**src/design/rwt_pkg.sv**
```systemverilog
// rwt_pkg: shared types, widths and constants of the radial warm tint pixel block
// no dependencies; imported by every module of the block
package rwt_pkg;

  // field widths
  localparam int COORD_BITS   = 12;
  localparam int COLOR_BITS   = 8;
  localparam int CENTER_BITS  = 16;
  localparam int INV_BITS     = 24;
  localparam int CFG_BITS     = 24;
  localparam int CFG_IDX_BITS = 2;

  // distance datapath
  localparam int POS_BITS  = COORD_BITS + 4;
  localparam int DIFF_BITS = (POS_BITS > CENTER_BITS) ? POS_BITS : CENTER_BITS;
  localparam int SQ_BITS   = 2 * DIFF_BITS;
  localparam int SUM_BITS  = SQ_BITS + 1;
  localparam int ROOT_BITS = DIFF_BITS + 1;

  // intensity and blend datapath
  localparam int PROD_BITS = ROOT_BITS + INV_BITS;
  localparam int P_SHIFT   = 12;
  localparam int INT_BITS  = 17;
  localparam int Q16_BITS  = 17;
  localparam int WARM_BITS = COLOR_BITS + Q16_BITS;
  localparam int ACC_BITS  = COLOR_BITS + 18;

  localparam logic [INT_BITS-1:0]   ONE_Q16    = INT_BITS'(65536);
  localparam logic [COLOR_BITS-1:0] FULL_SCALE = '1;

  localparam logic [Q16_BITS-1:0] WARM_RED_Q16   = Q16_BITS'(78643);
  localparam logic [Q16_BITS-1:0] WARM_GREEN_Q16 = Q16_BITS'(39322);
  localparam logic [Q16_BITS-1:0] WARM_BLUE_Q16  = Q16_BITS'(6554);

  localparam logic [WARM_BITS-1:0] WARM_RED   =
    WARM_BITS'(FULL_SCALE) * WARM_BITS'(WARM_RED_Q16);
  localparam logic [WARM_BITS-1:0] WARM_GREEN =
    WARM_BITS'(FULL_SCALE) * WARM_BITS'(WARM_GREEN_Q16);
  localparam logic [WARM_BITS-1:0] WARM_BLUE  =
    WARM_BITS'(FULL_SCALE) * WARM_BITS'(WARM_BLUE_Q16);

  // register indexes
  localparam logic [CFG_IDX_BITS-1:0] CFG_CENTER_X = CFG_IDX_BITS'(0);
  localparam logic [CFG_IDX_BITS-1:0] CFG_CENTER_Y = CFG_IDX_BITS'(1);
  localparam logic [CFG_IDX_BITS-1:0] CFG_INV_DIST = CFG_IDX_BITS'(2);

  localparam logic [CENTER_BITS-1:0] CENTER_RESET = CENTER_BITS'(32768);
  localparam logic [INV_BITS-1:0]    INV_RESET    = INV_BITS'(5793);

  typedef struct packed {
    logic [COORD_BITS-1:0] column;
    logic [COORD_BITS-1:0] row;
    logic [COLOR_BITS-1:0] in_red;
    logic [COLOR_BITS-1:0] in_green;
    logic [COLOR_BITS-1:0] in_blue;
  } pixel_in_t;

  typedef struct packed {
    logic [COLOR_BITS-1:0] out_red;
    logic [COLOR_BITS-1:0] out_green;
    logic [COLOR_BITS-1:0] out_blue;
  } pixel_out_t;

  typedef struct packed {
    logic [COLOR_BITS-1:0] red;
    logic [COLOR_BITS-1:0] green;
    logic [COLOR_BITS-1:0] blue;
  } color_t;

  typedef struct packed {
    logic [CENTER_BITS-1:0] center_x;
    logic [CENTER_BITS-1:0] center_y;
    logic [INV_BITS-1:0]    inv_max_distance;
  } cfg_t;

  // word handed from cell to cell of the square root row
  typedef struct packed {
    logic [SUM_BITS-1:0]  rem;
    logic [ROOT_BITS-1:0] root;
    color_t               color;
  } root_word_t;

endpackage

```
**src/design/rwt_root_cell.sv**
```systemverilog
// rwt_root_cell: one cell of the square root row, settles one root bit
// depends on rwt_pkg; chained cell to cell from the top root bit down
module rwt_root_cell
  import rwt_pkg::*;
#(
  parameter int BIT = 0
) (
  input  logic       clk_i,
  input  logic       rst_ni,
  input  logic       valid_i,
  output logic       ready_o,
  input  root_word_t data_i,
  output logic       valid_o,
  input  logic       ready_i,
  output root_word_t data_o
);

  localparam int TW = SUM_BITS + 1;

  logic          v_q;
  logic [TW-1:0] trial;
  logic          take;
  root_word_t    word_d, word_q;

  // (root + b)^2 - root^2 = root * 2b + b^2 with b = 2^BIT
  assign trial = (TW'(data_i.root) << (BIT + 1)) + (TW'(1) << (2 * BIT));
  assign take  = {1'b0, data_i.rem} >= trial;

  always_comb begin
    word_d = data_i;
    if (take) begin
      word_d.rem  = data_i.rem - trial[SUM_BITS-1:0];
      word_d.root = data_i.root | (ROOT_BITS'(1) << BIT);
    end
  end

  assign ready_o = !v_q || ready_i;

  always_ff @(posedge clk_i or negedge rst_ni) begin
    if (!rst_ni) begin
      v_q <= 1'b0;
    end else if (ready_o) begin
      v_q <= valid_i;
    end
  end

  always_ff @(posedge clk_i) begin
    if (ready_o && valid_i) begin
      word_q <= word_d;
    end
  end

  assign valid_o = v_q;
  assign data_o  = word_q;

endmodule

```
**config.mk**
```make
export PLATFORM = sky130hd
export DESIGN_NAME = rwt_root_cell
export DESIGN_NICKNAME = d
export VERILOG_FILES = /design/src/design/rwt_pkg.sv /design/src/design/rwt_root_cell.sv
export SDC_FILE = /design/constraint.sdc
export NUM_CORES = 1
export LEC_CHECK = 0
export BUFFER_PORTS_ARGS = -buffer_cell sky130_fd_sc_hd__buf_4
export CAP_MARGIN = 20
export CORE_ASPECT_RATIO = 0.7
export CORE_MARGIN = 5
export CORE_UTILIZATION = 53
export CTS_BUF_LIST = sky130_fd_sc_hd__clkbuf_4 sky130_fd_sc_hd__clkbuf_8 sky130_fd_sc_hd__clkbuf_16
export CTS_CLUSTER_SIZE = 14
export DETAILED_ROUTE_END_ITERATION = 8
export PLACE_DENSITY = 0.86
export SLEW_MARGIN = 10
export SYNTH_ARGS = -nofsm -noshare
export SYNTH_HDL_FRONTEND = slang
export SYNTH_SLANG_ARGS = --single-unit
```
**constraint.sdc**
```tcl
create_clock -name clk_i -period 4.1 [get_ports clk_i]
set_input_delay 0.41 -clock clk_i [delete_from_list [all_inputs] [get_ports clk_i]]
set_output_delay 0.41 -clock clk_i [all_outputs]
set_load 0.005 [all_outputs]
```
# [Word-level counts from Yosys, hierarchy flattened]
# Index checks and enable logic that the tools add are counted.
[classes] add_sub_neg=2 n_lt_le_gt_ge=1 muxes=1 reduce_logical=3
[op_table] operator="50-bit two-way mux" count=1
[op_table] operator="33-bit by 19-bit greater-or-equal comparator with 1-bit output" count=1
[op_table] operator="33-bit by 19-bit subtractor with 33-bit output" count=1
[op_table] operator="18-bit by 1-bit adder with 19-bit output, second input constant" count=1
[op_table] operator="1-bit logical AND" count=1
[op_table] operator="1-bit logical NOT" count=1
[op_table] operator="1-bit logical OR" count=1
[totals] register_bits=75 in_bits=78 output_inout_bits=76 elab_cells=14

# [Longest topological paths before layout]
[depth] depth_word=3 mapped_depth=12

# [Least setup slack after synthesis]
# OpenSTA, ideal clock, no wires.
[synth_path] kind="input to register" start="input data_i[26] in the netlist's numbering" end="register word_q, in the netlist data_o[56] (data pin)" t_arrival_ns=2.662 required_time_ns=3.840 setup_slack_ns=1.178 cell_stages=9 n_path_buf=1 cell_sequence="inv_1 > ha_1 > a21o_1 > a221oi_1 > o221ai_1 > a211o_1 > a31oi_4 > buf_6 > mux2_2"
[synth_lines] item="start: declaration" line="rwt_root_cell.sv:12" text="input root_word_t data_i,"
[synth_lines] item="end signal: assignment" line="rwt_root_cell.sv:49" text="word_q <= word_d;"
[synth_lines] item="end: declaration" line="rwt_root_cell.sv:23" text="root_word_t word_d, word_q;"

==> key figures <==
Clock network
  – Clk_lat worst skew: 0.35 ns
  – H-tree depth: 3
  – # Post-CTS Setup Buffers: 0
  – Maximum clock path buffer count: 2
  – Root buffer cell: clkbuf_8
  – TritonCTS clock tree: done
  – Sink Count: 75
  – Clock transition at path regs: 0.08 ns
  – Post-CTS sizing: 0
  – Num CTS Buffers: 9

Finish
  – Layout cells sized above 1: 0.380
  – Fillers: 532
  – Final Instance Area: 5290 µm²
  – Sequential cell area: 2250 µm²
  – Post-Layout Cell Count: 579
  – Area grow syn2layout: 36.3%
  – N_diodes: 0
  – Combined area of the multi-input logic cells: 1490 µm²
  – Nets: 574

Synth
  – Netlist Area Pre-Place: 3880 µm²
  – Xor/xnor share of the synthesized area: 0.0722
  – Synth Flop Type: edfxtp_1
  – Synth Area in Compound Gates: 0.107
  – Synthesized net count: 416
  – Area leader, netlist: edfxtp_1
  – Ys async rst share: 0.0133
  – Main combinational cell family by area after synthesis: simple AND/OR/NAND/NOR gates
  – Simple-gate area share of the yosys netlist: 0.133
  – Syn Area/Cell: 12.2 µm²
  – Netlist cell types: 47
  – Share of Yosys cell area claimed by the top area cell type: 0.572
  – Seq cells post-synth: 75
  – Top cells by area, synth: edfxtp_1 (57%), ha_1 (5.8%), xor2_1 (5.2%)
  – Number of synthesized flops with an enable pin: 74
  – Post-Syn Instances: 319
  – Number of synthesis warnings: 0
  – Most frequent cell after synthesis: edfxtp_1
  – Synth Area in Adders: 0.0632
  – Mux cell area share after synthesis: 0.00580
  – Top post-synthesis cells by count: edfxtp_1 (74), nand2_1 (33), xor2_1 (23)
  – Seq/Total Area, Yosys: 0.579

Timing
  – Period utilization: 0.782
  – Max-slew violation count: 0
  – Final Hold Vio Count: 0
  – Post-Route Skew: 0.00543 ns
  – Slew of the pin with the lowest slew margin: 1.04 ns
  – Setup TNS Final: 0 ns
  – Tmin final: 3.21 ns
  – Fin Hold WS: 0.229 ns
  – Max Clock Freq: 312 MHz
  – RSZ-0062 raised after global routing: false
  – Final setup violation count: 0
  – Rel. slew slack: 0.296

Floorplanning
  – IO Count: 154
  – Starting density of the core: 0.538
  – Core Rows: 26
  – Die area: 9160 µm²
  – Die width: 112 µm
  – Die Ht: 81.6 µm
  – Core area: 7220 µm²

Pwr
  – Clock power share: 0.301
  – Pwr/cell area: 353 nW/µm²
  – Pint: 1.38 mW
  – VDD IR max: 0.227 mV
  – Reg power frac: 0.497
  – Sw frac: 0.259
  – Static leakage: 2.26 nW
  – Tot Pwr: 1.87 mW
  – Comb power frac: 0.201
  – Sw Pwr: 0.485 mW

Worst setup path
  – Worst EP arrival: 3.30 ns
  – R2r setup slk: 2.41 ns
  – Worst Setup Path Type: input port to flip-flop
  – Setup crit start kind: input port
  – RR Endpoint: data_o[61]$_DFFE_PP_
  – Crit-path slowest cell: a221oi_1
  – Critical Path Start: data_i[26]
  – Worst Setup End Kind: flip-flop
  – Worst R2R Path Depth: 2
  – Max incr delay on CP: 0.50 ns
  – Most used cell, CP: buf_4
  – Cells along the critical path: buf_4 -> inv_1 -> ha_1 -> a21o_1 -> a221oi_1 -> o221ai_1 -> a211o_1 -> a31oi_4 -> buf_4 -> o21ai_0
  – Worst Path Max Fanout: 20
  – Worst R2R Start: valid_o$_DFFE_PN0N_
  – Setup crit end: data_o[48]$_DFFE_PP_
  – Crit path required time: 4.20 ns

Detailed routing
  – DRT iter0 DRCs: 251
  – Detailed-route vias per instance: 5.45
  – DRT Wirelength: 10.2 mm
  – Vias: 3157
  – TritonRoute pass-1 iters: 5
  – Antenna Nets Post-Route: 0
  – Routed WL per cell: 17.7 µm
  – DRC violations left: 0

Hold path
  – Hold Path Depth: 1
  – Hold WC Path Type: input port to flip-flop

Placement
  – Placer congestion estimate: 0.899
  – DP Cell Count: 563
  – PortBufs: 153
  – Placed standard-cell area: 5090 µm²
  – DP HPWL: 7.61 mm

Global routing
  – Overflow after GRT: 0
  – First-pass GRT wire length: 15.8 mm
  – GRT Overall Usage: 0.223
  – Vias in the first global route: 3122
  – Antenna violations before repair: 0
  – Pin count of the biggest net entering global routing: 75

Status
  – Outcome: finished, final reports clean

Run
  – Max-cap check violation count: 0
==> layout make-up <==
class,instances,area share
clock buffer,9,0.0234
timing repair buffer,156,0.222
inverter,20,0.0142
multi-input combinational,215,0.281
clock inverter,6,0.0123
tap,98,0.0232
sequential,75,0.425
==> state kept, by name (all words and copies together) (netlist names) <==
| signal | flops |
|---|---|
| data_o | 74 |
| valid_o | 1 |
==> through the flow <==
| step | util | setup slack [ns] |
|---|---|---|
| 5_1_grt | 0.733 | 0.653 |
| 3_5_place_dp | 0.705 | 0.570 |
| 6_report | 0.733 | 0.893 |
| 2_1_floorplan | - | 1.18 |
| 3_3_place_gp | 0.705 | 0.683 |
| 4_1_cts | 0.733 | 0.947 |
==> worst min-delay path by stage <==
stage | startpoint | end | slack, ns
2_1_floorplan | rst_ni | valid_o$_DFFE_PN0N_ | 0.11
3_3_place_gp | rst_ni | valid_o$_DFFE_PN0N_ | 0.19
3_5_place_dp | rst_ni | valid_o$_DFFE_PN0N_ | 0.19
4_1_cts | data_i[18] | data_o[18]$_DFFE_PP_ | 0.21
5_1_grt | data_i[16] | data_o[16]$_DFFE_PP_ | 0.21
6_report | data_i[2] | data_o[2]$_DFFE_PP_ | 0.23
==> cells by family after synthesis <==
group                    Yosys count
adder cells (fa/ha/maj)           19
multiplexers                       2
AND/OR/NAND/NOR                   97
buffers and inverters             29
XOR/XNOR                          32
flip-flops                        75
AO/OA/AOI/OAI                     65
==> layout by cell type, fill, tap and decap left out, drive strengths merged, types with 5 or more instances in the layout <==
cell type / n
or3: 5
inv: 21
a21o: 6
a21oi: 17
ha: 18
clkbuf: 9
buf: 155
o21ai: 25
xnor2: 9
nor3: 13
nand3: 7
xor2: 23
nand2: 33
edfxtp: 74
nor2: 9
nand2b: 6
nor4: 5
==> critical path: cells and delay by family <==
kind | cells | cell delay, ns
AO/OA/AOI/OAI | 6 | 2.06
adder cells (fa/ha/maj) | 1 | 0.36
buffers and inverters | 3 | 0.45
==> repair_timing <==
action                                  CTS  global route
endpoints found under the hold margin     1             0
hold buffers                              1             0
endpoints found under the setup margin    0             0
==> power by group through the flow <==
stage	clock network (mW)	logic, mW	registers, mW
after floorplan	0	0.172	0.954
after global placement	0	0.359	0.945
after detailed placement	0	0.371	0.946
after CTS	0.571	0.375	0.930
after global routing	0.614	0.410	0.934
final	0.563	0.376	0.929
==> metal layers <==
metal	track usage	routed length, µm
met3	0.0641	977
met2	0.356	4690
met5	0	0
met1	0.293	4380
met4	0.0828	180
Note: power is estimated with default switching activity, not from simulation.
