`config.mk`:
```
export PLATFORM = sky130hd
export DESIGN_NAME = rwt_back
export DESIGN_NICKNAME = d
export VERILOG_FILES = /design/src/design/rwt_pkg.sv /design/src/design/rwt_back.sv
export SDC_FILE = /design/constraint.sdc
export NUM_CORES = 2
export LEC_CHECK = 0
export ABC_CLOCK_PERIOD_IN_PS = 14700
export BUFFER_PORTS_ARGS = -buffer_cell sky130_fd_sc_hd__buf_2
export CAP_MARGIN = 20
export CORE_MARGIN = 2
export CORE_UTILIZATION = 50
export CTS_CLUSTER_DIAMETER = 30
export DETAILED_ROUTE_END_ITERATION = 8
export GPL_ROUTABILITY_DRIVEN = 0
export PLACE_DENSITY = 0.76
export SLEW_MARGIN = 20
export SYNTH_ARGS = -nofsm -noshare
export SYNTH_HDL_FRONTEND = slang
export SYNTH_SLANG_ARGS = --single-unit
export TNS_END_PERCENT = 1
```
`constraint.sdc`:
```
create_clock -name clk_i -period 14.7 [get_ports clk_i]
set_clock_uncertainty 0.05 [all_clocks]
set_input_delay 0.735 -clock clk_i [delete_from_list [all_inputs] [get_ports clk_i]]
set_output_delay 0.735 -clock clk_i [all_outputs]
set_load 0.02 [all_outputs]
```
`src/design/rwt_pkg.sv`:
```
// rwt_pkg: shared types, widths and constants of the radial warm tint pixel block
// no dependencies; imported by every module of the block
package rwt_pkg;

  // field widths
  localparam int COORD_BITS   = 12;
  localparam int COLOR_BITS   = 8;
  localparam int CENTER_BITS  = 16;
  localparam int INV_BITS     = 24;
  localparam int CFG_BITS     = 24;
  localparam int CFG_IDX_BITS = 2;

  // distance datapath
  localparam int POS_BITS  = COORD_BITS + 4;
  localparam int DIFF_BITS = (POS_BITS > CENTER_BITS) ? POS_BITS : CENTER_BITS;
  localparam int SQ_BITS   = 2 * DIFF_BITS;
  localparam int SUM_BITS  = SQ_BITS + 1;
  localparam int ROOT_BITS = DIFF_BITS + 1;

  // intensity and blend datapath
  localparam int PROD_BITS = ROOT_BITS + INV_BITS;
  localparam int P_SHIFT   = 12;
  localparam int INT_BITS  = 17;
  localparam int Q16_BITS  = 17;
  localparam int WARM_BITS = COLOR_BITS + Q16_BITS;
  localparam int ACC_BITS  = COLOR_BITS + 18;

  localparam logic [INT_BITS-1:0]   ONE_Q16    = INT_BITS'(65536);
  localparam logic [COLOR_BITS-1:0] FULL_SCALE = '1;

  localparam logic [Q16_BITS-1:0] WARM_RED_Q16   = Q16_BITS'(78643);
  localparam logic [Q16_BITS-1:0] WARM_GREEN_Q16 = Q16_BITS'(39322);
  localparam logic [Q16_BITS-1:0] WARM_BLUE_Q16  = Q16_BITS'(6554);

  localparam logic [WARM_BITS-1:0] WARM_RED   =
    WARM_BITS'(FULL_SCALE) * WARM_BITS'(WARM_RED_Q16);
  localparam logic [WARM_BITS-1:0] WARM_GREEN =
    WARM_BITS'(FULL_SCALE) * WARM_BITS'(WARM_GREEN_Q16);
  localparam logic [WARM_BITS-1:0] WARM_BLUE  =
    WARM_BITS'(FULL_SCALE) * WARM_BITS'(WARM_BLUE_Q16);

  // register indexes
  localparam logic [CFG_IDX_BITS-1:0] CFG_CENTER_X = CFG_IDX_BITS'(0);
  localparam logic [CFG_IDX_BITS-1:0] CFG_CENTER_Y = CFG_IDX_BITS'(1);
  localparam logic [CFG_IDX_BITS-1:0] CFG_INV_DIST = CFG_IDX_BITS'(2);

  localparam logic [CENTER_BITS-1:0] CENTER_RESET = CENTER_BITS'(32768);
  localparam logic [INV_BITS-1:0]    INV_RESET    = INV_BITS'(5793);

  typedef struct packed {
    logic [COORD_BITS-1:0] column;
    logic [COORD_BITS-1:0] row;
    logic [COLOR_BITS-1:0] in_red;
    logic [COLOR_BITS-1:0] in_green;
    logic [COLOR_BITS-1:0] in_blue;
  } pixel_in_t;

  typedef struct packed {
    logic [COLOR_BITS-1:0] out_red;
    logic [COLOR_BITS-1:0] out_green;
    logic [COLOR_BITS-1:0] out_blue;
  } pixel_out_t;

  typedef struct packed {
    logic [COLOR_BITS-1:0] red;
    logic [COLOR_BITS-1:0] green;
    logic [COLOR_BITS-1:0] blue;
  } color_t;

  typedef struct packed {
    logic [CENTER_BITS-1:0] center_x;
    logic [CENTER_BITS-1:0] center_y;
    logic [INV_BITS-1:0]    inv_max_distance;
  } cfg_t;

  // word handed from cell to cell of the square root row
  typedef struct packed {
    logic [SUM_BITS-1:0]  rem;
    logic [ROOT_BITS-1:0] root;
    color_t               color;
  } root_word_t;

endpackage

```
`src/design/rwt_back.sv`:
```
// rwt_back: intensity from the distance, blend toward the warm colour, saturate
// depends on rwt_pkg; takes the word from the last square root cell
module rwt_back
  import rwt_pkg::*;
(
  input  logic       clk_i,
  input  logic       rst_ni,
  input  cfg_t       cfg_i,
  input  logic       valid_i,
  output logic       ready_o,
  input  root_word_t data_i,
  output logic       valid_o,
  input  logic       ready_i,
  output pixel_out_t data_o
);

  localparam int PB = PROD_BITS - P_SHIFT;
  localparam int WX = WARM_BITS + INT_BITS;
  localparam int RB = ACC_BITS - 16;

  localparam logic [2:0][WARM_BITS-1:0] WARM = {WARM_BLUE, WARM_GREEN, WARM_RED};

  logic [3:0] v_q;
  logic [3:0] rdy;

  logic [PROD_BITS-1:0] prod_d, prod_q;
  logic [PB-1:0]        p;
  logic [INT_BITS-1:0]  inten_d, inten_q;
  color_t               col_p_q, col_i_q;

  logic [2:0][COLOR_BITS-1:0] chan;
  logic [2:0][ACC_BITS-1:0]   keep_d, keep_q, warm_d, warm_q;
  logic [2:0][ACC_BITS-1:0]   rounded;
  logic [2:0][RB-1:0]         shifted;
  logic [2:0][COLOR_BITS-1:0] sat_d, sat_q;
  logic [WX-1:0]              warm_full [3];

  assign rdy[3]  = !v_q[3] || ready_i;
  assign rdy[2]  = !v_q[2] || rdy[3];
  assign rdy[1]  = !v_q[1] || rdy[2];
  assign rdy[0]  = !v_q[0] || rdy[1];
  assign ready_o = rdy[0];

  assign prod_d = PROD_BITS'(data_i.root) * PROD_BITS'(cfg_i.inv_max_distance);

  // intensity clamps to zero once the scaled distance reaches one
  assign p       = prod_q[PROD_BITS-1:P_SHIFT];
  assign inten_d = (p < PB'(ONE_Q16)) ? (ONE_Q16 - p[INT_BITS-1:0]) : '0;

  assign chan[0] = col_i_q.red;
  assign chan[1] = col_i_q.green;
  assign chan[2] = col_i_q.blue;

  always_comb begin
    for (int c = 0; c < 3; c++) begin
      keep_d[c]    = ACC_BITS'(chan[c]) * ACC_BITS'(ONE_Q16 - inten_q);
      warm_full[c] = WX'(WARM[c]) * WX'(inten_q);
      warm_d[c]    = ACC_BITS'(warm_full[c] >> 16);
      rounded[c]   = keep_q[c] + warm_q[c] + ACC_BITS'(32768);
      shifted[c]   = rounded[c][ACC_BITS-1:16];
      sat_d[c]     = (shifted[c] > RB'(FULL_SCALE)) ? FULL_SCALE
                                                     : shifted[c][COLOR_BITS-1:0];
    end
  end

  always_ff @(posedge clk_i or negedge rst_ni) begin
    if (!rst_ni) begin
      v_q <= '0;
    end else begin
      if (rdy[0]) v_q[0] <= valid_i;
      if (rdy[1]) v_q[1] <= v_q[0];
      if (rdy[2]) v_q[2] <= v_q[1];
      if (rdy[3]) v_q[3] <= v_q[2];
    end
  end

  always_ff @(posedge clk_i) begin
    if (rdy[0] && valid_i) begin
      prod_q  <= prod_d;
      col_p_q <= data_i.color;
    end
    if (rdy[1] && v_q[0]) begin
      inten_q <= inten_d;
      col_i_q <= col_p_q;
    end
    if (rdy[2] && v_q[1]) begin
      keep_q <= keep_d;
      warm_q <= warm_d;
    end
    if (rdy[3] && v_q[2]) begin
      sat_q <= sat_d;
    end
  end

  assign valid_o          = v_q[3];
  assign data_o.out_red   = sat_q[0];
  assign data_o.out_green = sat_q[1];
  assign data_o.out_blue  = sat_q[2];

  a_inten_range: assert property (@(posedge clk_i) disable iff (!rst_ni)
    v_q[1] |-> inten_q <= ONE_Q16)
    else $error("intensity above one");

endmodule

```
; ---- After elaboration in Yosys (flattened, before gate mapping)
; Cells that the tools add are included.
; W data, S select, Z words.
[word_totals]
register_bits = 285
[classes]
addsub = 8
mul = 7
n_lt_le_gt_ge = 4
reduce_logical = 12
[ops]
columns = operator, count
row1 = $add A26 B16 Y26 const B, 3
row2 = $mul A8 B26 Y26, 2
row3 = $mul A25 B17 Y42 const A, 1
row4 = $mul A17 B24 Y41, 1
row5 = $mul A23 B17 Y40 const A, 1
row6 = $mul A20 B17 Y37 const A, 1
row7 = $gt A10 B8 Y1 const B, 3
row8 = $lt A29 B17 Y1 const B, 1
row9 = $add A26 B22 Y26, 1
row10 = $add A26 B25 Y26, 1
row11 = $add A26 B26 Y26, 1
row12 = $mul A9 B18 Y26, 1
row13 = $sub A17 B17 Y18 const A, 1
row14 = $sub A17 B17 Y17 const A, 1
row15 = $logic_and A1 B1 Y1, 4
row16 = $logic_not A1 Y1, 4
row17 = $logic_or A1 B1 Y1, 4

; ---- Depth between registers and ports, before layout
[logic_depth]
word_depth = 6
mapped_depth = 26
depth_no_buf = 25

; ---- Worst setup path after synthesis
; OpenSTA, ideal clock, no wires.
[synth_path]
path_kind = input port to flip-flop
startpoint = input port cfg_i[19] in the netlist's numbering
endpoint = register prod_q[40] (data pin)
setup_time_ns = 0.262
arrival_time_ns = 6.499
setup_slack_ns = 7.889
stages = 22
path_buffers = 2
cell_sequence = clkbuf_1 > clkbuf_1 > nand2_1 > fa_1 > fa_1 > fa_1 > inv_1 > fa_1 > fa_1 > inv_1 > fa_1 > inv_1 > ha_1 > a21oi_1 > o21ai_0 > nor3_2 > o21ai_2 > a211oi_2 > a211oi_2 > a2111o_1 > a2111oi_4 > nor3_2
[synth_via]
elab_chain_len = 1
[synth_rtl]
columns = element, line
row1 = start: declaration, rwt_back.sv:8  ; input cfg_t cfg_i,
row2 = $mul A17 B24 Y41, rwt_back.sv:44  ; assign prod_d = PROD_BITS'(data_i.root) * PROD_BITS'(cfg_i.inv_max_distance);
row3 = via prod_d[40], rwt_back.sv:26  ; logic [PROD_BITS-1:0] prod_d, prod_q;
row4 = end signal: assignment, rwt_back.sv:79  ; prod_q <= prod_d;
row5 = end: declaration, rwt_back.sv:26
; The timed path passes the listed nets, and every way through them passes these cells.
; A chain may end at the register's enable or synchronous reset.

==> out/results.tsv <==
metric	value	unit
status	finished clean	
grt_max_degree	70	
synthTopCellsByArea	fa_1 35%, ha_1 17%, edfxtp_1 16%	
cap_violations	0	
antenna_found_initial	1	
fp.dieH	324	microns
tns	0	ps
rsz0062_at_grt	false	
start_kind	flop	
crit_path_start	inten_q[2]	
cts_root_buffer	clkbuf_16	
timing.rr.end	keep_q[75]	
crit_type	flop to flop	
ys.flop_type	edfxtp_1	
io_buffer_count	94	
worstSkewPairLatency	640	ps
synth_cell_types	79	
viasPerCell	5.37	
dieArea	0.105	sq mm
synth_top_area_share	34.9	%
synth_commonest_cells	1180 x inv_1, 890 x fa_1, 698 x ha_1	
syn_inst	5151	
min_period	7960	ps
cp.required	15030	ps
worstReg2RegStart	inten_q[2]	
synth-edff-count	269	
syn_area_per_cell	9.92	sq um
diodes	0	
async_flop_share	1.47	%
dpl.hpwl	91500	microns
grt-ovfl-total	0	
finalHoldViolations	0	
min_path_type	primary input to flop	
grt_pass1_wl	193000	microns
fmax	126	MHz
crit_fanout	24	
fin_nets	6904	
antenna_left	0	
yosysMostFrequentCell	inv_1	
slew_violations	0	
endpoint	keep_q[75]	
ios	160	
place_area	0.0531	sq mm
cts-buffers-inserted	55	
cts_tree	done	
worst_slew_pin_slew	1140	ps
die_width	324	microns
cts_buffer_depth	3	
fill_cells	8686	
ctsResizeCount	0	
crit_arrival	8290	ps
synth_area	0.0511	sq mm
hold_ws	216	ps
seqCellArea	0.00818	sq mm
clk_pin_slew_worst_paths	60	ps
wl_per_cell	17.7	microns
grt_use_total	23.2	%
ys_ff_latch	273	
multi_input_area	0.0382	sq mm
reg2reg_depth	21	
cts_sinks	273	
rows	117	
finalSetupViolations	0	
syn2layout_area_growth	7.70	%
first_global_vias	38300	
end_kind	flop	
ys_warn_count	0	
first_pass_iters	7	
drtIter0Drc	1945	
post-route-period-util	54.1	%
drive_above_1_share	5.03	%
slew_headroom	23.9	%
yosys.area.top_type	fa_1	
cts.htree.levels	2	
start_util	50.3	%
synth_seq_area_share	16.0	%
final_core_util	54.2	%
rrSetupSlack	6740	ps
wl	117000	microns
design.core.area	0.102	sq mm
num_vias	35400	
drc	0	
stdcell_area	0.0551	sq mm
syn_nets	6873	
kinds of logic (layout without fill, tap and decap cells):
| group | count (synthesis) | count (layout) | share of synthesized area [%] |
|---|---|---|---|
| mux | 5 | 5 | 0.0979 |
| compound gates | 452 | 452 | 6.16 |
| simple gates | 1307 | 1307 | 12.6 |
| fa+ha+maj | 1588 | 1588 | 51.9 |
| xor+xnor | 205 | 205 | 3.51 |
| flops | 273 | 273 | 16.0 |
| buf+inv | 1321 | 1397 | 9.70 |
cells in the final DEF (no fill, tap or decap), types with 76 or more instances in the layout:
cell	netlist	final
and2_1	388	385
edfxtp_1	269	269
xnor2_1	140	125
ha_1	698	698
a21oi_1	127	127
inv_1	1180	1180
a21o_1	76	76
fa_1	890	890
buf_2	0	94
nor2_1	134	134
nand2_1	534	534
flip-flops by register name (all words and copies together) (netlist names):
| signal | count |
|---|---|
| warm_q | 73 |
| prod_q | 29 |
| keep_q | 78 |
| chan | 24 |
| col_p_q | 24 |
| v_q | 4 |
| inten_q | 17 |
| data_o | 24 |
worst min-delay path by stage:
stage,from,endpoint,slack [ps],cells past startpoint
global placement,col_p_q[11],chan[11],350,0
global route,data_i[2],col_p_q[2],200,1
floorplan,col_p_q[16],chan[0],350,0
detailed placement,col_p_q[3],chan[19],350,0
finish,data_i[2],col_p_q[2],220,1
CTS,data_i[4],col_p_q[4],190,1
per-stage QoR:
stage | instances | worst slack, ps
finish | 6595 | 6740
global route | 6595 | 6340
CTS | 6595 | 6890
detailed placement | 6492 | 6850
global placement | 6492 | 7010
floorplan | 5151 | 7890
critical path: stages (launching register included):
cell and delay (ps):
edfxtp_1 700, nor3_1 560, nand3_1 240, nor3_1 610, nand2_1 270, xnor2_4 810
nand2_1 190, fa_1 570, inv_1 50, fa_1 490, inv_1 60, fa_1 540
inv_1 50, fa_1 460, ha_1 360, and3_1 190, a211oi_1 380, a211oi_1 200
o21ai_1 260, a21oi_1 130, o41a_1 360, xor2_1 160
per-layer routing:
metal,vias up,wire length [microns],global-route usage (%)
met4,0,3800,7.67
met2,1229,57300,40.2
li1,16100,-,-
met3,267,7720,3.32
met1,17800,48200,29.8
met5,-,0,0
what timing repair did:
action / in CTS / in global routing
endpoints found under the setup margin: 0 / 0
hold endpoints to repair: 4 / 0
hold buffers: 1 / 0
setup buffers: 0 / 0
layout make-up:
class	count	area share, %
clock buffers	58	2.52
clock inverters	44	0.977
inverters	1181	8.05
multi-input cells	3557	69.4
flip-flops and latches	273	14.9
well taps	1368	3.11
repair buffers	114	1.13
Power is not shown: default switching activity piles up to over one toggle a cycle in this logic, so the estimate is an artifact.
