==> src/design/rwt_pkg.sv <==
// rwt_pkg: shared types, widths and constants of the radial warm tint pixel block
// no dependencies; imported by every module of the block
package rwt_pkg;

  // field widths
  localparam int COORD_BITS   = 12;
  localparam int COLOR_BITS   = 8;
  localparam int CENTER_BITS  = 16;
  localparam int INV_BITS     = 24;
  localparam int CFG_BITS     = 24;
  localparam int CFG_IDX_BITS = 2;

  // distance datapath
  localparam int POS_BITS  = COORD_BITS + 4;
  localparam int DIFF_BITS = (POS_BITS > CENTER_BITS) ? POS_BITS : CENTER_BITS;
  localparam int SQ_BITS   = 2 * DIFF_BITS;
  localparam int SUM_BITS  = SQ_BITS + 1;
  localparam int ROOT_BITS = DIFF_BITS + 1;

  // intensity and blend datapath
  localparam int PROD_BITS = ROOT_BITS + INV_BITS;
  localparam int P_SHIFT   = 12;
  localparam int INT_BITS  = 17;
  localparam int Q16_BITS  = 17;
  localparam int WARM_BITS = COLOR_BITS + Q16_BITS;
  localparam int ACC_BITS  = COLOR_BITS + 18;

  localparam logic [INT_BITS-1:0]   ONE_Q16    = INT_BITS'(65536);
  localparam logic [COLOR_BITS-1:0] FULL_SCALE = '1;

  localparam logic [Q16_BITS-1:0] WARM_RED_Q16   = Q16_BITS'(78643);
  localparam logic [Q16_BITS-1:0] WARM_GREEN_Q16 = Q16_BITS'(39322);
  localparam logic [Q16_BITS-1:0] WARM_BLUE_Q16  = Q16_BITS'(6554);

  localparam logic [WARM_BITS-1:0] WARM_RED   =
    WARM_BITS'(FULL_SCALE) * WARM_BITS'(WARM_RED_Q16);
  localparam logic [WARM_BITS-1:0] WARM_GREEN =
    WARM_BITS'(FULL_SCALE) * WARM_BITS'(WARM_GREEN_Q16);
  localparam logic [WARM_BITS-1:0] WARM_BLUE  =
    WARM_BITS'(FULL_SCALE) * WARM_BITS'(WARM_BLUE_Q16);

  // register indexes
  localparam logic [CFG_IDX_BITS-1:0] CFG_CENTER_X = CFG_IDX_BITS'(0);
  localparam logic [CFG_IDX_BITS-1:0] CFG_CENTER_Y = CFG_IDX_BITS'(1);
  localparam logic [CFG_IDX_BITS-1:0] CFG_INV_DIST = CFG_IDX_BITS'(2);

  localparam logic [CENTER_BITS-1:0] CENTER_RESET = CENTER_BITS'(32768);
  localparam logic [INV_BITS-1:0]    INV_RESET    = INV_BITS'(5793);

  typedef struct packed {
    logic [COORD_BITS-1:0] column;
    logic [COORD_BITS-1:0] row;
    logic [COLOR_BITS-1:0] in_red;
    logic [COLOR_BITS-1:0] in_green;
    logic [COLOR_BITS-1:0] in_blue;
  } pixel_in_t;

  typedef struct packed {
    logic [COLOR_BITS-1:0] out_red;
    logic [COLOR_BITS-1:0] out_green;
    logic [COLOR_BITS-1:0] out_blue;
  } pixel_out_t;

  typedef struct packed {
    logic [COLOR_BITS-1:0] red;
    logic [COLOR_BITS-1:0] green;
    logic [COLOR_BITS-1:0] blue;
  } color_t;

  typedef struct packed {
    logic [CENTER_BITS-1:0] center_x;
    logic [CENTER_BITS-1:0] center_y;
    logic [INV_BITS-1:0]    inv_max_distance;
  } cfg_t;

  // word handed from cell to cell of the square root row
  typedef struct packed {
    logic [SUM_BITS-1:0]  rem;
    logic [ROOT_BITS-1:0] root;
    color_t               color;
  } root_word_t;

endpackage

==> src/design/rwt_front.sv <==
// rwt_front: offsets from the centre, their squares and the squared distance
// depends on rwt_pkg; feeds the first cell of the square root row
module rwt_front
  import rwt_pkg::*;
(
  input  logic       clk_i,
  input  logic       rst_ni,
  input  cfg_t       cfg_i,
  input  logic       valid_i,
  output logic       ready_o,
  input  pixel_in_t  data_i,
  output logic       valid_o,
  input  logic       ready_i,
  output root_word_t data_o
);

  logic [2:0] v_q;
  logic [2:0] rdy;

  logic [POS_BITS-1:0]  pos_x, pos_y;
  logic [DIFF_BITS-1:0] ax, ay, cx, cy;
  logic [DIFF_BITS-1:0] dx_d, dy_d, dx_q, dy_q;
  logic [SQ_BITS-1:0]   sqx_d, sqy_d, sqx_q, sqy_q;
  logic [SUM_BITS-1:0]  sum_d, sum_q;
  color_t               col_a_q, col_b_q, col_c_q;

  // a stage takes a word when it is empty or its word moves on
  assign rdy[2]  = !v_q[2] || ready_i;
  assign rdy[1]  = !v_q[1] || rdy[2];
  assign rdy[0]  = !v_q[0] || rdy[1];
  assign ready_o = rdy[0];

  assign pos_x = {data_i.column, 4'b0000};
  assign pos_y = {data_i.row, 4'b0000};
  assign ax    = DIFF_BITS'(pos_x);
  assign ay    = DIFF_BITS'(pos_y);
  assign cx    = DIFF_BITS'(cfg_i.center_x);
  assign cy    = DIFF_BITS'(cfg_i.center_y);

  assign dx_d  = (ax >= cx) ? (ax - cx) : (cx - ax);
  assign dy_d  = (ay >= cy) ? (ay - cy) : (cy - ay);
  assign sqx_d = SQ_BITS'(dx_q) * SQ_BITS'(dx_q);
  assign sqy_d = SQ_BITS'(dy_q) * SQ_BITS'(dy_q);
  assign sum_d = SUM_BITS'(sqx_q) + SUM_BITS'(sqy_q);

  always_ff @(posedge clk_i or negedge rst_ni) begin
    if (!rst_ni) begin
      v_q <= '0;
    end else begin
      if (rdy[0]) v_q[0] <= valid_i;
      if (rdy[1]) v_q[1] <= v_q[0];
      if (rdy[2]) v_q[2] <= v_q[1];
    end
  end

  always_ff @(posedge clk_i) begin
    if (rdy[0] && valid_i) begin
      dx_q    <= dx_d;
      dy_q    <= dy_d;
      col_a_q <= '{red: data_i.in_red, green: data_i.in_green, blue: data_i.in_blue};
    end
    if (rdy[1] && v_q[0]) begin
      sqx_q   <= sqx_d;
      sqy_q   <= sqy_d;
      col_b_q <= col_a_q;
    end
    if (rdy[2] && v_q[1]) begin
      sum_q   <= sum_d;
      col_c_q <= col_b_q;
    end
  end

  assign valid_o     = v_q[2];
  assign data_o.rem   = sum_q;
  assign data_o.root  = '0;
  assign data_o.color = col_c_q;

endmodule

==> config.mk <==
export PLATFORM = sky130hd
export DESIGN_NAME = rwt_front
export DESIGN_NICKNAME = d
export VERILOG_FILES = /design/src/design/rwt_pkg.sv /design/src/design/rwt_front.sv
export SDC_FILE = /design/constraint.sdc
export NUM_CORES = 1
export LEC_CHECK = 0
export ABC_AREA = 1
export ABC_CLOCK_PERIOD_IN_PS = 14700
export BUFFER_PORTS_ARGS = -buffer_cell sky130_fd_sc_hd__buf_2
export CAP_MARGIN = 15
export CORE_MARGIN = 2
export CORE_UTILIZATION = 57
export CTS_CLUSTER_DIAMETER = 50
export DETAILED_ROUTE_END_ITERATION = 8
export PLACE_DENSITY = 0.76
export REMOVE_ABC_BUFFERS = 1
export SYNTH_ARGS = -nofsm -noshare
export SYNTH_HDL_FRONTEND = slang
export SYNTH_SLANG_ARGS = --single-unit
==> constraint.sdc <==
create_clock -name clk_i -period 14.7 [get_ports clk_i]
set_input_delay 2.205 -clock clk_i [delete_from_list [all_inputs] [get_ports clk_i]]
set_output_delay 2.205 -clock clk_i [all_outputs]
set_load 0.02 [all_outputs]
Yosys cells after proc, flatten, opt, wreduce, memory -nomap -nowiden

Index checks and enable logic that the tools add are counted.

Register bits after elaboration: 204
Bits of input ports: 108
Word-level logic and storage cells: 37

Multipliers: 2
$add $sub $neg: 5
Order comparisons: 2
Mux-type cells: 2
Reductions and logical operators: 9

Operators with widths:

| kind                | number |
|---|---|
| $mul A16 B16 Y32    | 2 |
| $sub A16 B16 Y16    | 4 |
| $add A32 B32 Y33    | 1 |
| $ge A16 B16 Y1      | 2 |
| $mux W16            | 2 |
| $logic_and A1 B1 Y1 | 3 |
| $logic_not A1 Y1    | 3 |
| $logic_or A1 B1 Y1  | 3 |

Depth between registers and ports, before layout

Depth after elaboration: 5
Depth in mapped cells: 27
Depth with buffers taken out: 25

Worst setup path after synthesis

OpenSTA, ideal clock, no wires.

Path kind: in2reg
Start point: input port ready_i
End point: register col_c_q, in the netlist data_o[0] (enable)
Buffers on the path: 0
Data arrival time: 5005 ps
Data required time: 14209 ps
Slack: 9205 ps
Stages on the path: 2
Path through: inv_1 a21oi_1

Longest elaborated chain between the ends: 2

Ends and longest elaborated chain:

| item                   | line            | source |
|---|---|---|
| start: declaration     | rwt_front.sv:13 | `input logic ready_i,` |
| $logic_or A1 B1 Y1     | rwt_front.sv:28 | `assign rdy[2] = !v_q[2] \|\| ready_i;` |
| $logic_and A1 B1 Y1    | rwt_front.sv:67 | `if (rdy[2] && v_q[1]) begin` |
| end signal: assignment | rwt_front.sv:69 | `col_c_q <= col_b_q;` |
| end: declaration       | rwt_front.sv:25 | `color_t col_a_q, col_b_q, col_c_q;` |

Every way passes these cells.
A chain may end at the register's enable or synchronous reset.

Worst setup path in the final report

Start point: register dy_q[8]
End point: register sqy_q[28], data pin

Longest elaborated chain between the ends: 1

Ends and longest elaborated chain:

| item                     | line            | source |
|---|---|---|
| start: declaration       | rwt_front.sv:22 | `logic [DIFF_BITS-1:0] dx_d, dy_d, dx_q, dy_q;` |
| start signal: assignment | rwt_front.sv:59 | `dy_q <= dy_d;` |
| $mul A16 B16 Y32         | rwt_front.sv:43 | `assign sqy_d = SQ_BITS'(dy_q) * SQ_BITS'(dy_q);` |
| net sqy_d[28]            | rwt_front.sv:23 | `logic [SQ_BITS-1:0] sqx_d, sqy_d, sqx_q, sqy_q;` |
| end signal: assignment   | rwt_front.sv:64 | `sqy_q <= sqy_d;` |
| end: declaration         | rwt_front.sv:23 |  |

The timed path passes the listed nets, and every way through them passes these cells.

==> impl_metrics.json <==
{
  "status": "finished clean",
  "cts_tree": "yes",
  "finalWorstSetupSlack_ns": 8.589,
  "syn_inst": 3560,
  "finalCritPeriodShare_pct": 41.57,
  "dieArea_um2": 50380,
  "fin_area_um2": 29720,
  "rsz0062_at_grt": "no",
  "post_cts_resized": 0,
  "die_x_um": 224.5,
  "gr-usage-met3_pct": 1.920,
  "crit_top_cell": "inv_1",
  "firstDrtPassIters": 6,
  "cp-start-kind": "register",
  "grt_max_degree": 87,
  "clk_pin_slew_worst_paths_ns": 0.06,
  "pre_cts_ws_ns": 8.625,
  "synth-seq-cells": 202,
  "synth_edf_count": 199,
  "finalSetupTns_ns": 0,
  "synth_top_area_cell": "fa_1",
  "post_dp_cell_area_um2": 28830,
  "ys.warnings.count": 0,
  "path_class": "register to register",
  "clkLatencyLatePin_ns": 0.56,
  "use_met2_pct": 42.14,
  "synth_most_common_cell": "nand2_1",
  "maxSlewHeadroom_pct": 26.32,
  "nets": 4375,
  "grt_usage_pct": 23.47,
  "synth-main-ff-cell": "edfxtp_1",
  "globalplace.congestion": 0.9268,
  "hold_viol": 0,
  "hp-class": "register to register",
  "cts.sinks": 202,
  "cts-root-buf": "clkbuf_16",
  "hold_buffers": 0,
  "drt_iter0_drc": 1244,
  "finalMaxSlewViolations": 0,
  "cts_buffers": 27,
  "cts_setup_buffers": 0,
  "ys_types": 38,
  "min_period_ns": 6.111,
  "tightest_slew_ns": 1.105,
  "syn_avg_cell_area_um2": 7.781,
  "insertedDiodeCount": 0,
  "rows": 80,
  "antenna_found_initial": 0,
  "slowest_delay_ns": 0.71,
  "crit_fanout": 17,
  "grt_pass1_vias": 21470,
  "arrival_ns": 6.40,
  "crit_path_end_kind": "register",
  "clockBufferDepth": 3,
  "die_y_um": 224.5,
  "gr-total-overflow": 0,
  "ios": 184,
  "synthesis.area_um2": 27700,
  "nFillCells": 4276,
  "finClkSkew_ns": 0.01946,
  "core_um2": 47850,
  "timing.rr.start": "dy_q[8]",
  "setup_viol": 0,
  "ys_seq_area_share_pct": 21.84,
  "fmax_ghz": 0.1636,
  "min_from": "col_a_q[5]",
  "remaining_drc_errors": 0,
  "ant_nets": 0,
  "synthArstFlopShare_pct": 1.485,
  "routed_via_density": 4.936,
  "port_buffers": 142,
  "synth_top_area_share_pct": 23.63,
  "critPathSlowestCell": "edfxtp_1",
  "critPathRequiredTime_ns": 14.99,
  "synth_area_leaders": "fa_1, edfxtp_1, nand2_1, inv_1, ha_1",
  "place_hpwl_mm": 47.51,
  "grt_use_met1_pct": 30.73,
  "dr_total_vias": 21200,
  "busiest_layer": "met2",
  "ys_top_cells_by_count": "nand2_1, inv_1, fa_1, ha_1, edfxtp_1",
  "synthToLayoutAreaGrowth_pct": 7.290,
  "grt_pass1_wl_mm": 97.30,
  "cap_violations": 0,
  "start_util_pct": 57.90,
  "cts-htree-levels": 1,
  "cp_cell_sequence": "nand2_1, inv_1, fa_1, inv_1, fa_1, inv_1, fa_1, inv_1, fa_1, inv_1, fa_1, inv_1, fa_1, inv_1, ha_1, nand2_1, inv_1, a21oi_1, nand3_1, nand2_1, nand3_1, nand2_1, nand2_1",
  "avgRoutedWirePerCell_um": 13.12,
  "wirelength_mm": 56.37,
  "critPathLaunch": "dy_q[8]",
  "drive_gt1_share_pct": 6.303
}
## area by class of cell
class	instances	area, µm²	share of cell area, %
clock buffers	29	683.2	2.299
clock inverters	19	205.2	0.6904
inverters	963	3616	12.17
multi-input cells	2321	17650	59.38
flip-flops and latches	202	6051	20.36
well taps	615	769.5	2.589
repair buffers	147	748.2	2.517
## kinds of logic after synthesis
kind of cell | after synthesis | share of synthesized area [%]
buffers and inverters | 1053 | 14.71
AND/OR/NAND/NOR | 1471 | 21.48
adder cells (fa/ha/maj) | 605 | 36.19
AO/OA/AOI/OAI | 133 | 2.764
XOR/XNOR | 95 | 3.004
flip-flops | 202 | 21.84
other | 1 | 0.01354
## layer usage
metal  share of wire (%)  vias up
li1                    -    10720
met2                  49      475
met1                  44     9932
met5                   0        -
met4                 2.2        0
met3                 4.4       76
## through the flow
stage / instances / hold WS, ns / util, %
after detailed placement: 4248 / 0.4045 / 60.26
after global placement: 4248 / 0.4004 / 60.26
final: 4296 / 0.4148 / 62.12
after global routing: 4296 / 0.4234 / 62.12
after CTS: 4296 / 0.4146 / 62.12
after floorplan: 3486 / 0.4003 / -
## worst paths after layout
path | depth (start not counted) | slack (ns) | end
max in group asynchronous | 1 | 13.16 | v_q[2]
worst min-delay path | 0 | 0.41 | col_b_q[5]
worst max-delay path | 23 | 8.59 | sqy_q[28]
worst max register to register | 23 | 8.59 | sqy_q[28]
min in group asynchronous | 1 | 1.44 | v_q[0]
worst min register to register | 0 | 0.41 | col_b_q[5]
## worst max-delay path, delay by kind of cell, from the launching register on
family | cells | cell delay, ns
flip-flops | 1 | 0.71
AND/OR/NAND/NOR | 7 | 1.02
adder cells (fa/ha/maj) | 7 | 3.38
buffers and inverters | 8 | 0.45
AO/OA/AOI/OAI | 1 | 0.27
## cell usage in the layout, fill, tap and decap left out, drive strengths merged
cell type,Yosys,layout
fa,327,327
xor2,86,86
inv,963,967
a21oi,92,92
clkinv,0,13
nand3,131,131
edfxtp,199,199
o21a,1,1
xnor2,9,9
dfrtp,3,3
nand3b,3,3
clkbuf,61,29
or2,6,6
a21o,3,3
o21bai,24,24
and2,10,10
nor2,158,158
ha,278,278
a31o,2,2
buf,29,147
clkinvlp,0,1
nand4,33,33
bufinv,0,1
conb,1,17
o21ai,11,11
nor3,23,23
nand2,1107,1107
## state kept, by name, summed over array words and instances, names as in the netlist
register / count
sqy_q: 31
col_a_q: 24
dx_q: 16
col_b_q: 24
sum_q: 33
data_o: 24
sqx_q: 31
dy_q: 16
v_q: 3
Power is not shown: default switching activity piles up to over one toggle a cycle in this logic, so the estimate is an artifact.
